**src/isp_pkg.sv**
```systemverilog
// ----------------------------------------------------------------------------
// isp_pkg
// Shared constants and divider interface types for the segment partitioner.
// ----------------------------------------------------------------------------
package isp_pkg;

   localparam int MAX_SEG_DEF = 32;
   localparam int DIM_W       = 16;
   localparam int SEG_W       = 6;
   localparam int DVD_W       = 22;
   localparam int DVS_W       = 7;

   localparam logic STAT_OK  = 1'b0;
   localparam logic STAT_BAD = 1'b1;

   typedef struct packed {
      logic             start;
      logic [DVD_W-1:0] dividend;
      logic [DVS_W-1:0] divisor;
   } div_req_type;

   typedef struct packed {
      logic             done;
      logic [DVD_W-1:0] quotient;
      logic [DVS_W-1:0] remainder;
   } div_rsp_type;

endpackage

```
**src/isp_div.sv**
```systemverilog
// ----------------------------------------------------------------------------
// isp_div
// Restoring divider, one quotient bit per cycle, shared by the sequencer.
// ----------------------------------------------------------------------------
module isp_div import isp_pkg::*; (
   input  logic        clock,
   input  logic        reset,
   input  div_req_type div_req,
   output div_rsp_type div_rsp
);

   localparam int CNT_W = $clog2(DVD_W + 1);

   logic             busy_ff, busy_in;
   logic             done_ff, done_in;
   logic [CNT_W-1:0] cnt_ff, cnt_in;
   logic [DVD_W-1:0] quo_ff, quo_in;
   logic [DVS_W-1:0] rem_ff, rem_in;
   logic [DVS_W-1:0] dvs_ff, dvs_in;
   logic [DVS_W:0]   rem_sh;
   logic [DVS_W:0]   diff;
   logic             ge;

   assign rem_sh = {rem_ff, quo_ff[DVD_W-1]};
   assign diff   = rem_sh - {1'b0, dvs_ff};
   assign ge     = rem_sh >= {1'b0, dvs_ff};

   always_comb begin
      busy_in = busy_ff;
      done_in = 1'b0;
      cnt_in  = cnt_ff;
      quo_in  = quo_ff;
      rem_in  = rem_ff;
      dvs_in  = dvs_ff;
      if (div_req.start) begin
         busy_in = 1'b1;
         cnt_in  = CNT_W'(DVD_W);
         quo_in  = div_req.dividend;
         rem_in  = '0;
         dvs_in  = div_req.divisor;
      end else if (busy_ff) begin
         quo_in = {quo_ff[DVD_W-2:0], ge};
         rem_in = ge ? diff[DVS_W-1:0] : rem_sh[DVS_W-1:0];
         cnt_in = cnt_ff - CNT_W'(1);
         if (cnt_ff == CNT_W'(1)) begin
            busy_in = 1'b0;
            done_in = 1'b1;
         end
      end
   end

   always_ff @(posedge clock) begin
      if (reset) begin
         busy_ff <= 1'b0;
         done_ff <= 1'b0;
         cnt_ff  <= '0;
      end else begin
         busy_ff <= busy_in;
         done_ff <= done_in;
         cnt_ff  <= cnt_in;
      end
      quo_ff <= quo_in;
      rem_ff <= rem_in;
      dvs_ff <= dvs_in;
   end

   assign div_rsp.done      = done_ff;
   assign div_rsp.quotient  = quo_ff;
   assign div_rsp.remainder = rem_ff;

endmodule

```
**src/image_segment_partitioner.sv**
```systemverilog
// ----------------------------------------------------------------------------
// image_segment_partitioner
// Splits an image into segment_count near-equal rectangles, raster order.
// ----------------------------------------------------------------------------
// Usage:
//   An item (width, height, segment count) is taken when start is high and
//   busy is low. busy stays high until the last result of that item has been
//   emitted. Each result appears for one cycle with rsp_strobe high; the
//   receiver cannot stall, so results are never held back.
//   A bad count (zero, above MAX_SEGMENTS, above the pixel count) gives one
//   result with rsp_status and rsp_last set, after states ST_WH and ST_CHK.
//   A good item passes setup states ST_WH, ST_CHK, ST_HS and ST_CND, then
//   the row search when it is needed (ST_SRM and ST_SRC per row count
//   tried), then four divisions on one shared serial divider, six when
//   there is a bottom region, with the multiply states ST_M1 and ST_M2
//   between the first and second division, then emits one segment per cycle.
//   A single shared 16x16 multiplier with a registered product serves all
//   products. Reset returns the sequencer to idle and drops rsp_strobe.
// ----------------------------------------------------------------------------
module image_segment_partitioner import isp_pkg::*; #(
   parameter int MAX_SEGMENTS = MAX_SEG_DEF
) (
   input  logic             clock,
   input  logic             reset,
   input  logic             start,
   output logic             busy,
   input  logic [DIM_W-1:0] req_image_width,
   input  logic [DIM_W-1:0] req_image_height,
   input  logic [SEG_W-1:0] req_segment_count,
   output logic             rsp_strobe,
   output logic             rsp_status,
   output logic [SEG_W-1:0] rsp_segment_number,
   output logic [DIM_W-1:0] rsp_row_offset,
   output logic [DIM_W-1:0] rsp_col_offset,
   output logic [DIM_W-1:0] rsp_seg_width,
   output logic [DIM_W-1:0] rsp_seg_height,
   output logic             rsp_last
);

   localparam logic [3:0] ST_IDLE = 4'd0;
   localparam logic [3:0] ST_WH   = 4'd1;
   localparam logic [3:0] ST_CHK  = 4'd2;
   localparam logic [3:0] ST_HS   = 4'd3;
   localparam logic [3:0] ST_CND  = 4'd4;
   localparam logic [3:0] ST_SRM  = 4'd5;
   localparam logic [3:0] ST_SRC  = 4'd6;
   localparam logic [3:0] ST_DGO  = 4'd7;
   localparam logic [3:0] ST_DWT  = 4'd8;
   localparam logic [3:0] ST_M1   = 4'd9;
   localparam logic [3:0] ST_M2   = 4'd10;
   localparam logic [3:0] ST_EMIT = 4'd11;

   localparam logic [2:0] OP_C  = 3'd0;
   localparam logic [2:0] OP_HT = 3'd1;
   localparam logic [2:0] OP_XT = 3'd2;
   localparam logic [2:0] OP_YT = 3'd3;
   localparam logic [2:0] OP_XB = 3'd4;
   localparam logic [2:0] OP_YB = 3'd5;

   localparam logic [SEG_W:0] MAX_SEG_V = (SEG_W+1)'(MAX_SEGMENTS);

   logic [3:0]       state_ff, state_in;
   logic [2:0]       op_ff, op_in;
   logic [DIM_W-1:0] w_ff, w_in, h_ff, h_in;
   logic [SEG_W-1:0] s_ff, s_in;
   logic [31:0]      prod_ff, prod_in;
   logic [21:0]      tgt_ff, tgt_in;
   logic [SEG_W-1:0] r_ff, r_in;
   logic [11:0]      rr_ff, rr_in;
   logic [SEG_W-1:0] c_ff, c_in, rt_ff, rt_in, rt0_ff, rt0_in, rb0_ff, rb0_in;
   logic [DIM_W-1:0] ht_ff, ht_in, xt_ff, xt_in, yt_ff, yt_in;
   logic [DIM_W-1:0] xb_ff, xb_in, yb_ff, yb_in;
   logic [SEG_W:0]   ct0_ff, ct0_in, cb0_ff, cb0_in;
   logic             region_ff, region_in;
   logic [SEG_W-1:0] row_ff, row_in, k_ff, k_in;
   logic [SEG_W:0]   col_ff, col_in;
   logic [DIM_W-1:0] rpos_ff, rpos_in, cpos_ff, cpos_in;

   logic             strobe_ff, strobe_in, status_ff, status_in, last_ff, last_in;
   logic [SEG_W-1:0] num_ff, num_in;
   logic [DIM_W-1:0] ro_ff, ro_in, co_ff, co_in, sw_ff, sw_in, sh_ff, sh_in;

   logic [DIM_W-1:0] mul_a, mul_b;
   div_req_type      div_req;
   div_rsp_type      div_rsp;

   logic [SEG_W:0]   cur_cols, cur_c0;
   logic [DIM_W-1:0] cur_x, cur_y;
   logic [SEG_W-1:0] cur_r0;
   logic [DIM_W-1:0] cur_sw, cur_sh;
   logic [SEG_W-1:0] k_next;
   logic             err;

   isp_div u_div (
      .clock   (clock),
      .reset   (reset),
      .div_req (div_req),
      .div_rsp (div_rsp)
   );

   // shared multiplier operands
   always_comb begin
      unique case (state_ff)
         ST_WH: begin
            mul_a = w_ff;
            mul_b = h_ff;
         end
         ST_CHK: begin
            mul_a = h_ff;
            mul_b = DIM_W'(s_ff);
         end
         ST_HS: begin
            mul_a = DIM_W'(s_ff - SEG_W'(1));
            mul_b = w_ff;
         end
         ST_SRM: begin
            mul_a = DIM_W'(rr_ff);
            mul_b = w_ff;
         end
         ST_M1: begin
            mul_a = DIM_W'(c_ff);
            mul_b = DIM_W'(rt_ff);
         end
         ST_M2: begin
            mul_a = h_ff;
            mul_b = prod_ff[DIM_W-1:0];
         end
         default: begin
            mul_a = '0;
            mul_b = '0;
         end
      endcase
   end

   assign prod_in = 32'(mul_a) * 32'(mul_b);

   // divider operands
   always_comb begin
      div_req.start = (state_ff == ST_DGO);
      unique case (op_ff)
         OP_C: begin
            div_req.dividend = DVD_W'(s_ff);
            div_req.divisor  = DVS_W'(r_ff);
         end
         OP_HT: begin
            div_req.dividend = prod_ff[DVD_W-1:0] + DVD_W'(s_ff[SEG_W-1:1]);
            div_req.divisor  = DVS_W'(s_ff);
         end
         OP_XT: begin
            div_req.dividend = DVD_W'(w_ff);
            div_req.divisor  = DVS_W'(c_ff);
         end
         OP_YT: begin
            div_req.dividend = DVD_W'(ht_ff);
            div_req.divisor  = DVS_W'(rt_ff);
         end
         OP_XB: begin
            div_req.dividend = DVD_W'(w_ff);
            div_req.divisor  = DVS_W'(c_ff) + DVS_W'(1);
         end
         OP_YB: begin
            div_req.dividend = DVD_W'(h_ff - ht_ff);
            div_req.divisor  = DVS_W'(r_ff - rt_ff);
         end
         default: begin
            div_req.dividend = '0;
            div_req.divisor  = '0;
         end
      endcase
   end

   // current region parameters for emission
   always_comb begin
      if (region_ff) begin
         cur_cols = {1'b0, c_ff} + (SEG_W+1)'(1);
         cur_x    = xb_ff;
         cur_c0   = cb0_ff;
         cur_y    = yb_ff;
         cur_r0   = rb0_ff;
      end else begin
         cur_cols = {1'b0, c_ff};
         cur_x    = xt_ff;
         cur_c0   = ct0_ff;
         cur_y    = yt_ff;
         cur_r0   = rt0_ff;
      end
      cur_sw = cur_x + DIM_W'(col_ff >= cur_c0);
      cur_sh = cur_y + DIM_W'(row_ff >= cur_r0);
      k_next = k_ff + SEG_W'(1);
      err    = (s_ff == '0) || ({1'b0, s_ff} > MAX_SEG_V) || (32'(s_ff) > prod_ff);
   end

   always_comb begin
      state_in  = state_ff;
      op_in     = op_ff;
      w_in      = w_ff;
      h_in      = h_ff;
      s_in      = s_ff;
      tgt_in    = tgt_ff;
      r_in      = r_ff;
      rr_in     = rr_ff;
      c_in      = c_ff;
      rt_in     = rt_ff;
      ht_in     = ht_ff;
      xt_in     = xt_ff;
      ct0_in    = ct0_ff;
      yt_in     = yt_ff;
      rt0_in    = rt0_ff;
      xb_in     = xb_ff;
      cb0_in    = cb0_ff;
      yb_in     = yb_ff;
      rb0_in    = rb0_ff;
      region_in = region_ff;
      row_in    = row_ff;
      col_in    = col_ff;
      k_in      = k_ff;
      rpos_in   = rpos_ff;
      cpos_in   = cpos_ff;
      strobe_in = 1'b0;
      status_in = status_ff;
      num_in    = num_ff;
      ro_in     = ro_ff;
      co_in     = co_ff;
      sw_in     = sw_ff;
      sh_in     = sh_ff;
      last_in   = last_ff;
      unique case (state_ff)
         ST_IDLE: begin
            if (start) begin
               w_in     = req_image_width;
               h_in     = req_image_height;
               s_in     = req_segment_count;
               state_in = ST_WH;
            end
         end
         ST_WH: begin
            state_in = ST_CHK;
         end
         ST_CHK: begin
            if (err) begin
               strobe_in = 1'b1;
               status_in = STAT_BAD;
               num_in    = '0;
               ro_in     = '0;
               co_in     = '0;
               sw_in     = '0;
               sh_in     = '0;
               last_in   = 1'b1;
               state_in  = ST_IDLE;
            end else begin
               state_in = ST_HS;
            end
         end
         ST_HS: begin
            tgt_in   = prod_ff[21:0];
            state_in = ST_CND;
         end
         ST_CND: begin
            if (32'(h_ff) > prod_ff) begin
               r_in     = s_ff;
               op_in    = OP_C;
               state_in = ST_DGO;
            end else begin
               r_in     = SEG_W'(1);
               rr_in    = 12'd2;
               state_in = ST_SRM;
            end
         end
         ST_SRM: begin
            state_in = ST_SRC;
         end
         ST_SRC: begin
            if (r_ff < s_ff && prod_ff < 32'(tgt_ff)) begin
               r_in     = r_ff + SEG_W'(1);
               rr_in    = rr_ff + {5'b0, r_ff, 1'b0} + 12'd2;
               state_in = ST_SRM;
            end else begin
               op_in    = OP_C;
               state_in = ST_DGO;
            end
         end
         ST_DGO: begin
            state_in = ST_DWT;
         end
         ST_DWT: begin
            if (div_rsp.done) begin
               unique case (op_ff)
                  OP_C: begin
                     c_in     = div_rsp.quotient[SEG_W-1:0];
                     rt_in    = r_ff - div_rsp.remainder[SEG_W-1:0];
                     state_in = ST_M1;
                  end
                  OP_HT: begin
                     if (div_rsp.quotient[DIM_W-1:0] < DIM_W'(rt_ff)) begin
                        ht_in = DIM_W'(rt_ff);
                     end else begin
                        ht_in = div_rsp.quotient[DIM_W-1:0];
                     end
                     op_in    = OP_XT;
                     state_in = ST_DGO;
                  end
                  OP_XT: begin
                     xt_in    = div_rsp.quotient[DIM_W-1:0];
                     ct0_in   = {1'b0, c_ff} - div_rsp.remainder;
                     op_in    = OP_YT;
                     state_in = ST_DGO;
                  end
                  OP_YT: begin
                     yt_in  = div_rsp.quotient[DIM_W-1:0];
                     rt0_in = rt_ff - div_rsp.remainder[SEG_W-1:0];
                     xb_in  = '0;
                     cb0_in = '0;
                     yb_in  = '0;
                     rb0_in = '0;
                     if (rt_ff < r_ff && ht_ff <= h_ff) begin
                        op_in    = OP_XB;
                        state_in = ST_DGO;
                     end else begin
                        region_in = 1'b0;
                        row_in    = '0;
                        col_in    = '0;
                        k_in      = '0;
                        rpos_in   = '0;
                        cpos_in   = '0;
                        state_in  = ST_EMIT;
                     end
                  end
                  OP_XB: begin
                     xb_in    = div_rsp.quotient[DIM_W-1:0];
                     cb0_in   = {1'b0, c_ff} + (SEG_W+1)'(1) - div_rsp.remainder;
                     op_in    = OP_YB;
                     state_in = ST_DGO;
                  end
                  OP_YB: begin
                     yb_in     = div_rsp.quotient[DIM_W-1:0];
                     rb0_in    = (r_ff - rt_ff) - div_rsp.remainder[SEG_W-1:0];
                     region_in = 1'b0;
                     row_in    = '0;
                     col_in    = '0;
                     k_in      = '0;
                     rpos_in   = '0;
                     cpos_in   = '0;
                     state_in  = ST_EMIT;
                  end
                  default: begin
                     state_in = ST_IDLE;
                  end
               endcase
            end
         end
         ST_M1: begin
            state_in = ST_M2;
         end
         ST_M2: begin
            op_in    = OP_HT;
            state_in = ST_DGO;
         end
         ST_EMIT: begin
            strobe_in = 1'b1;
            status_in = STAT_OK;
            num_in    = k_next;
            ro_in     = rpos_ff;
            co_in     = cpos_ff;
            sw_in     = cur_sw;
            sh_in     = cur_sh;
            last_in   = (k_next == s_ff);
            k_in      = k_next;
            if (col_ff == cur_cols - (SEG_W+1)'(1)) begin
               col_in  = '0;
               cpos_in = '0;
               rpos_in = rpos_ff + cur_sh;
               if (!region_ff && row_ff == rt_ff - SEG_W'(1)) begin
                  region_in = 1'b1;
                  row_in    = '0;
               end else begin
                  row_in = row_ff + SEG_W'(1);
               end
            end else begin
               col_in  = col_ff + (SEG_W+1)'(1);
               cpos_in = cpos_ff + cur_sw;
            end
            if (k_next == s_ff) begin
               state_in = ST_IDLE;
            end
         end
         default: begin
            state_in = ST_IDLE;
         end
      endcase
   end

   always_ff @(posedge clock) begin
      if (reset) begin
         state_ff  <= ST_IDLE;
         strobe_ff <= 1'b0;
      end else begin
         state_ff  <= state_in;
         strobe_ff <= strobe_in;
      end
      op_ff     <= op_in;
      w_ff      <= w_in;
      h_ff      <= h_in;
      s_ff      <= s_in;
      prod_ff   <= prod_in;
      tgt_ff    <= tgt_in;
      r_ff      <= r_in;
      rr_ff     <= rr_in;
      c_ff      <= c_in;
      rt_ff     <= rt_in;
      ht_ff     <= ht_in;
      xt_ff     <= xt_in;
      ct0_ff    <= ct0_in;
      yt_ff     <= yt_in;
      rt0_ff    <= rt0_in;
      xb_ff     <= xb_in;
      cb0_ff    <= cb0_in;
      yb_ff     <= yb_in;
      rb0_ff    <= rb0_in;
      region_ff <= region_in;
      row_ff    <= row_in;
      col_ff    <= col_in;
      k_ff      <= k_in;
      rpos_ff   <= rpos_in;
      cpos_ff   <= cpos_in;
      status_ff <= status_in;
      num_ff    <= num_in;
      ro_ff     <= ro_in;
      co_ff     <= co_in;
      sw_ff     <= sw_in;
      sh_ff     <= sh_in;
      last_ff   <= last_in;
   end

   assign busy               = (state_ff != ST_IDLE);
   assign rsp_strobe         = strobe_ff;
   assign rsp_status         = status_ff;
   assign rsp_segment_number = num_ff;
   assign rsp_row_offset     = ro_ff;
   assign rsp_col_offset     = co_ff;
   assign rsp_seg_width      = sw_ff;
   assign rsp_seg_height     = sh_ff;
   assign rsp_last           = last_ff;

   a_err_item: assert property (@(posedge clock) disable iff (reset)
      rsp_strobe && rsp_status == STAT_BAD |-> rsp_last && rsp_segment_number == '0)
      else $error("error item without last or with a segment number");

   a_ok_number: assert property (@(posedge clock) disable iff (reset)
      rsp_strobe && rsp_status == STAT_OK |-> rsp_segment_number != '0)
      else $error("segment item with number zero");

   a_accept_busy: assert property (@(posedge clock) disable iff (reset)
      start && !busy |=> busy)
      else $error("accepted item did not raise busy");

   a_idle_quiet: assert property (@(posedge clock) disable iff (reset)
      !busy |=> !rsp_strobe)
      else $error("item emitted while idle");

endmodule

```
**config.mk**
```make
export PLATFORM = sky130hd
export DESIGN_NAME = image_segment_partitioner
export DESIGN_NICKNAME = d
export VERILOG_FILES = /design/src/isp_pkg.sv /design/src/isp_div.sv /design/src/image_segment_partitioner.sv
export SDC_FILE = /design/constraint.sdc
export NUM_CORES = 2
export LEC_CHECK = 0
export BUFFER_PORTS_ARGS = -buffer_cell sky130_fd_sc_hd__buf_4
export CAP_MARGIN = 20
export CELL_PAD_IN_SITES_DETAIL_PLACEMENT = 1
export CELL_PAD_IN_SITES_GLOBAL_PLACEMENT = 2
export CORE_MARGIN = 2
export CORE_UTILIZATION = 46
export DETAILED_ROUTE_END_ITERATION = 16
export PLACE_DENSITY = 0.92
export SLEW_MARGIN = 10
export SYNTH_ARGS = -nofsm -noshare
export SYNTH_HDL_FRONTEND = slang
export SYNTH_SLANG_ARGS = --single-unit
```
**constraint.sdc**
```tcl
create_clock -name clock -period 18.6 [get_ports clock]
set_clock_uncertainty 0.2 [all_clocks]
set_input_delay 1.86 -clock clock [delete_from_list [all_inputs] [get_ports clock]]
set_output_delay 1.86 -clock clock [all_outputs]
set_load 0.02 [all_outputs]
```
==> metrics.md <==
| Metric | Value |
|---|---|
| Clk root buf | clkbuf_16 |
| Part of the cycle the worst path needs | 46.84% |
| Initial Utilization | 46.65% |
| Most frequent cells after synthesis | inv_1, edfxtp_1, ha_1 |
| CORE AREA | 0.06883 sq mm |
| Outcome | completed |
| Final Max Tran Viols | 0 |
| Max_cap viols | 0 |
| Routed WL per cell | 24.47 um |
| Final setup violation count | 0 |
| Reg clk slew, reported paths | 60 ps |
| IO Port Bufs | 114 |
| Distinct cells, synth | 86 |
| Mapped Nets | 3705 |
| Gr usage total | 29.29% |
| Final nets | 3788 |
| Worst hold path type | reg2reg |
| R2R cell count | 24 |
| Switching Power | 895.6 uW |
| CTS tree | yes |
| Sink Count | 402 |
| Clock buffer depth | 3 |
| R2R Path End | prod_ff[31]$_DFF_P_ |
| Post-cts repair resize count | 0 |
| Min cycle time layout | 8712 ps |
| Source of the worst hold timing path | u_div.rem_ff[4]$_SDFFE_PP0P_ |
| Leakage power | 15.03 nW |
| Boundary pin count | 115 |
| DRC Markers | 0 |
| Yosys top cell by area | edfxtp_1 |
| Worst reg-to-reg setup slack | 9890 ps |
| Total Die Area | 0.07192 sq mm |
| Slew of the pin with the lowest slew margin | 1123 ps |
| Gr ovfl total | 0 |
| Setup Fix Bufs, Post-CTS | 0 |
| TritonRoute pass-1 iters | 7 |
| Net Sw Frac | 32.92% |
| Most used cell along the critical path | fa_1 |
| Startpoint Class | flop |
| Largest net degree at the start of global routing | 79 |
| Post-synth EDFFs | 351 |
| Count leader, synth | inv_1 |
| Top cell type's share of synthesized area | 32.83% |
| Chip width | 268.2 um |
| Gpl congestion | 0.9316 |
| Via count | 24510 |
| Initial antenna violation count | 1 |
| Slew margin rel. | 24.38% |
| Critical path's slowest cell | nand2_1 |
| Sequential area share after synthesis | 36.01% |
| Ranking of synthesized cells by area | edfxtp_1, fa_1, ha_1, inv_1, xnor2_1 |
| Detailed placer's ending HPWL | 81340 um |
| Share of cells above drive strength 1 | 8.242% |
| Pint | 1.825 mW |
| Hold_buf cts | 0 |
| Routed Antenna Nets | 0 |
| Die Ht | 268.2 um |
| Ant. Diodes | 0 |
| Place WS | 10020 ps |
| Post-synth ARST share | 0% |
| Hold Path Depth | 2 |
| Pwr/cell area | 76.41 mW/mm^2 |
| CP peak stage delay | 820 ps |
| Setup slack after layout | 9888 ps |
| Endpoint of the worst hold path | u_div.rem_ff[4]$_SDFFE_PP0P_ |
| Clock Power Share | 35.7% |
| First-pass GRT wire length | 160400 um |
| Syn Inst Count | 3160 |
| Routed wire length | 102900 um |
| RSZ-0062 raised after global routing | false |
| Synthesized area | 0.03211 sq mm |
| Comb pwr share | 23.6% |
| Predominant post-synthesis flop cell | edfxtp_1 |
| Skew-Pair Late Insertion Delay | 620 ps |
| Rows | 96 |
| Fin. Hold Viols | 0 |
| Worst Setup SP | state_ff[1]$_SDFFE_PP0P_ |
| Syn_area_per_cell | 10.16 sq um |
| Crit path DAT | 9000 ps |
| Top delay family on crit path | adder cells |
| DRT iter0 DRCs | 1933 |
| CP Max Fanout | 21 |
| Maximum VDD drop | 0.00009135 V |
| Via density | 5.826 |
| Critical Path RT | 18880 ps |
| R2r startpoint | state_ff[1]$_SDFFE_PP0P_ |
| Seq cells post-synth | 402 |
| Final-layout fill cell count | 7590 |
| CTS Buf Count | 48 |
| Max Freq | 0.1148 GHz |
| CP endpoint kind | flop |
| Setup TNS | 0 ps |
| Vias in the first global route | 26630 |
| CTS H-tree lvls | 2 |
| Synth warn | 0 |
| Worst Path Buf+Inv | 4 |
| Syn-to-layout area delta | 10.90% |
| Cell Chain, Critical Path | and2_1 > nand2_1 > inv_1 > nand4_1 > nand2_1 > nand2_1 > fa_1 > fa_1 > fa_1 > inv_1 > fa_1 > fa_1 > inv_1 > fa_1 > inv_1 > ha_1 > a21oi_1 > o21ai_0 > a221oi_1 > o211ai_1 > a31oi_1 > o311ai_1 > a21oi_1 > xnor2_1 |
| Reg power frac | 40.6% |
| CP Class | reg2reg |
[cells in the final DEF, fill, tap and decap left out, drive strengths merged, types with 16 or more instances in the layout]
cell type  instances
fa               210
xor2              90
nor2             264
nor3              49
and2             114
a21o              54
and3              44
clkinv            17
nand4             21
a22oi             30
edfxtp           351
buf              154
ha               294
dfxtp             51
o21bai            17
o21ai             91
clkbuf            59
inv              371
xnor2            127
nand2            291
a21oi            127
nand2b            29
nand3             54
nor4              16
mux2i             45
nor2b             36
[logic make-up after synthesis]
group / Yosys count / share of synthesized area (%)
simple gates: 977 / 14.61
fa+ha+maj: 504 / 24.55
compound gates: 501 / 10.64
buf+inv: 494 / 5.935
flops: 402 / 36.01
xor+xnor: 217 / 5.967
mux: 65 / 2.280
[final cells by class]
type	count	area (sq um)	area share, %
clock buffer	59	1285	3.609
timing repair buffer	154	1205	3.384
sequential	402	11560	32.47
multi-input combinational	2264	18700	52.51
clock inverter	24	291.5	0.8188
inverter	373	1400	3.932
tap	931	1165	3.272
[stage by stage]
step | std cells | total power, mW | hold WS (ps) | utilization [%] | instance area, sq um
after floorplan | 3160 | 1.491 | 251.6 | - | 32110
after global placement | 4119 | 1.723 | 320.0 | 49.31 | 33940
after detailed placement | 4121 | 1.749 | 334.8 | 49.34 | 33960
after CTS | 4204 | 2.727 | 343.3 | 51.63 | 35540
after global routing | 4207 | 2.834 | 387.5 | 51.73 | 35600
final | 4207 | 2.720 | 346.4 | 51.73 | 35600
[state kept, by name (all words and copies together) (netlist names), 7 cells and up]
signal,count
w_ff,16
u_div.dvs_ff,7
xb_ff,16
rsp_row_offset,16
u_div.rem_ff,7
ht_ff,16
rsp_seg_height,16
xt_ff,16
cb0_ff,7
yb_ff,16
rsp_col_offset,16
rpos_ff,16
tgt_ff,22
h_ff,16
u_div.quo_ff,22
col_ff,7
rsp_seg_width,16
prod_ff,32
rr_ff,11
cpos_ff,16
yt_ff,16
ct0_ff,7
[how the worst max path moves through the flow]
stage	end	slack (ps)	depth (start not counted)
2_1_floorplan	prod_ff[31]$_DFF_P_	11180	28
3_3_place_gp	prod_ff[31]$_DFF_P_	10080	24
3_5_place_dp	prod_ff[31]$_DFF_P_	10020	24
4_1_cts	prod_ff[31]$_DFF_P_	9980	24
5_1_grt	prod_ff[31]$_DFF_P_	9240	24
6_report	prod_ff[31]$_DFF_P_	9890	24
[layer usage]
metal  vias up  routed length (um)  GRT usage, %
met5         -                   0             0
met1     12470               43080         37.82
met2       797               49340         49.72
met3       203                6596         5.113
met4         0                3926         9.844
li1      11040                   -             -
[worst register-to-register path: stages (launching register included)]
cell and delay, ps:
dfxtp_1 600, and2_1 280, nand2_1 270, inv_1 170, nand4_1 690, nand2_1 830
nand2_1 160, fa_1 550, fa_1 430, fa_1 520, inv_1 50, fa_1 500
fa_1 560, inv_1 60, fa_1 550, inv_1 50, ha_1 350, a21oi_1 140
o21ai_0 210, a221oi_1 330, o211ai_1 220, a31oi_1 390, o311ai_1 170, a21oi_1 210
xnor2_1 80
[power groups by stage]
stage	clock network [mW]	logic, mW	registers, mW
after floorplan	0	0.417	1.07
after global placement	0	0.605	1.12
after detailed placement	0	0.629	1.12
after CTS	0.988	0.638	1.10
after global routing	1.02	0.712	1.10
final	0.972	0.643	1.11
(Power assumes the default switching activity.)
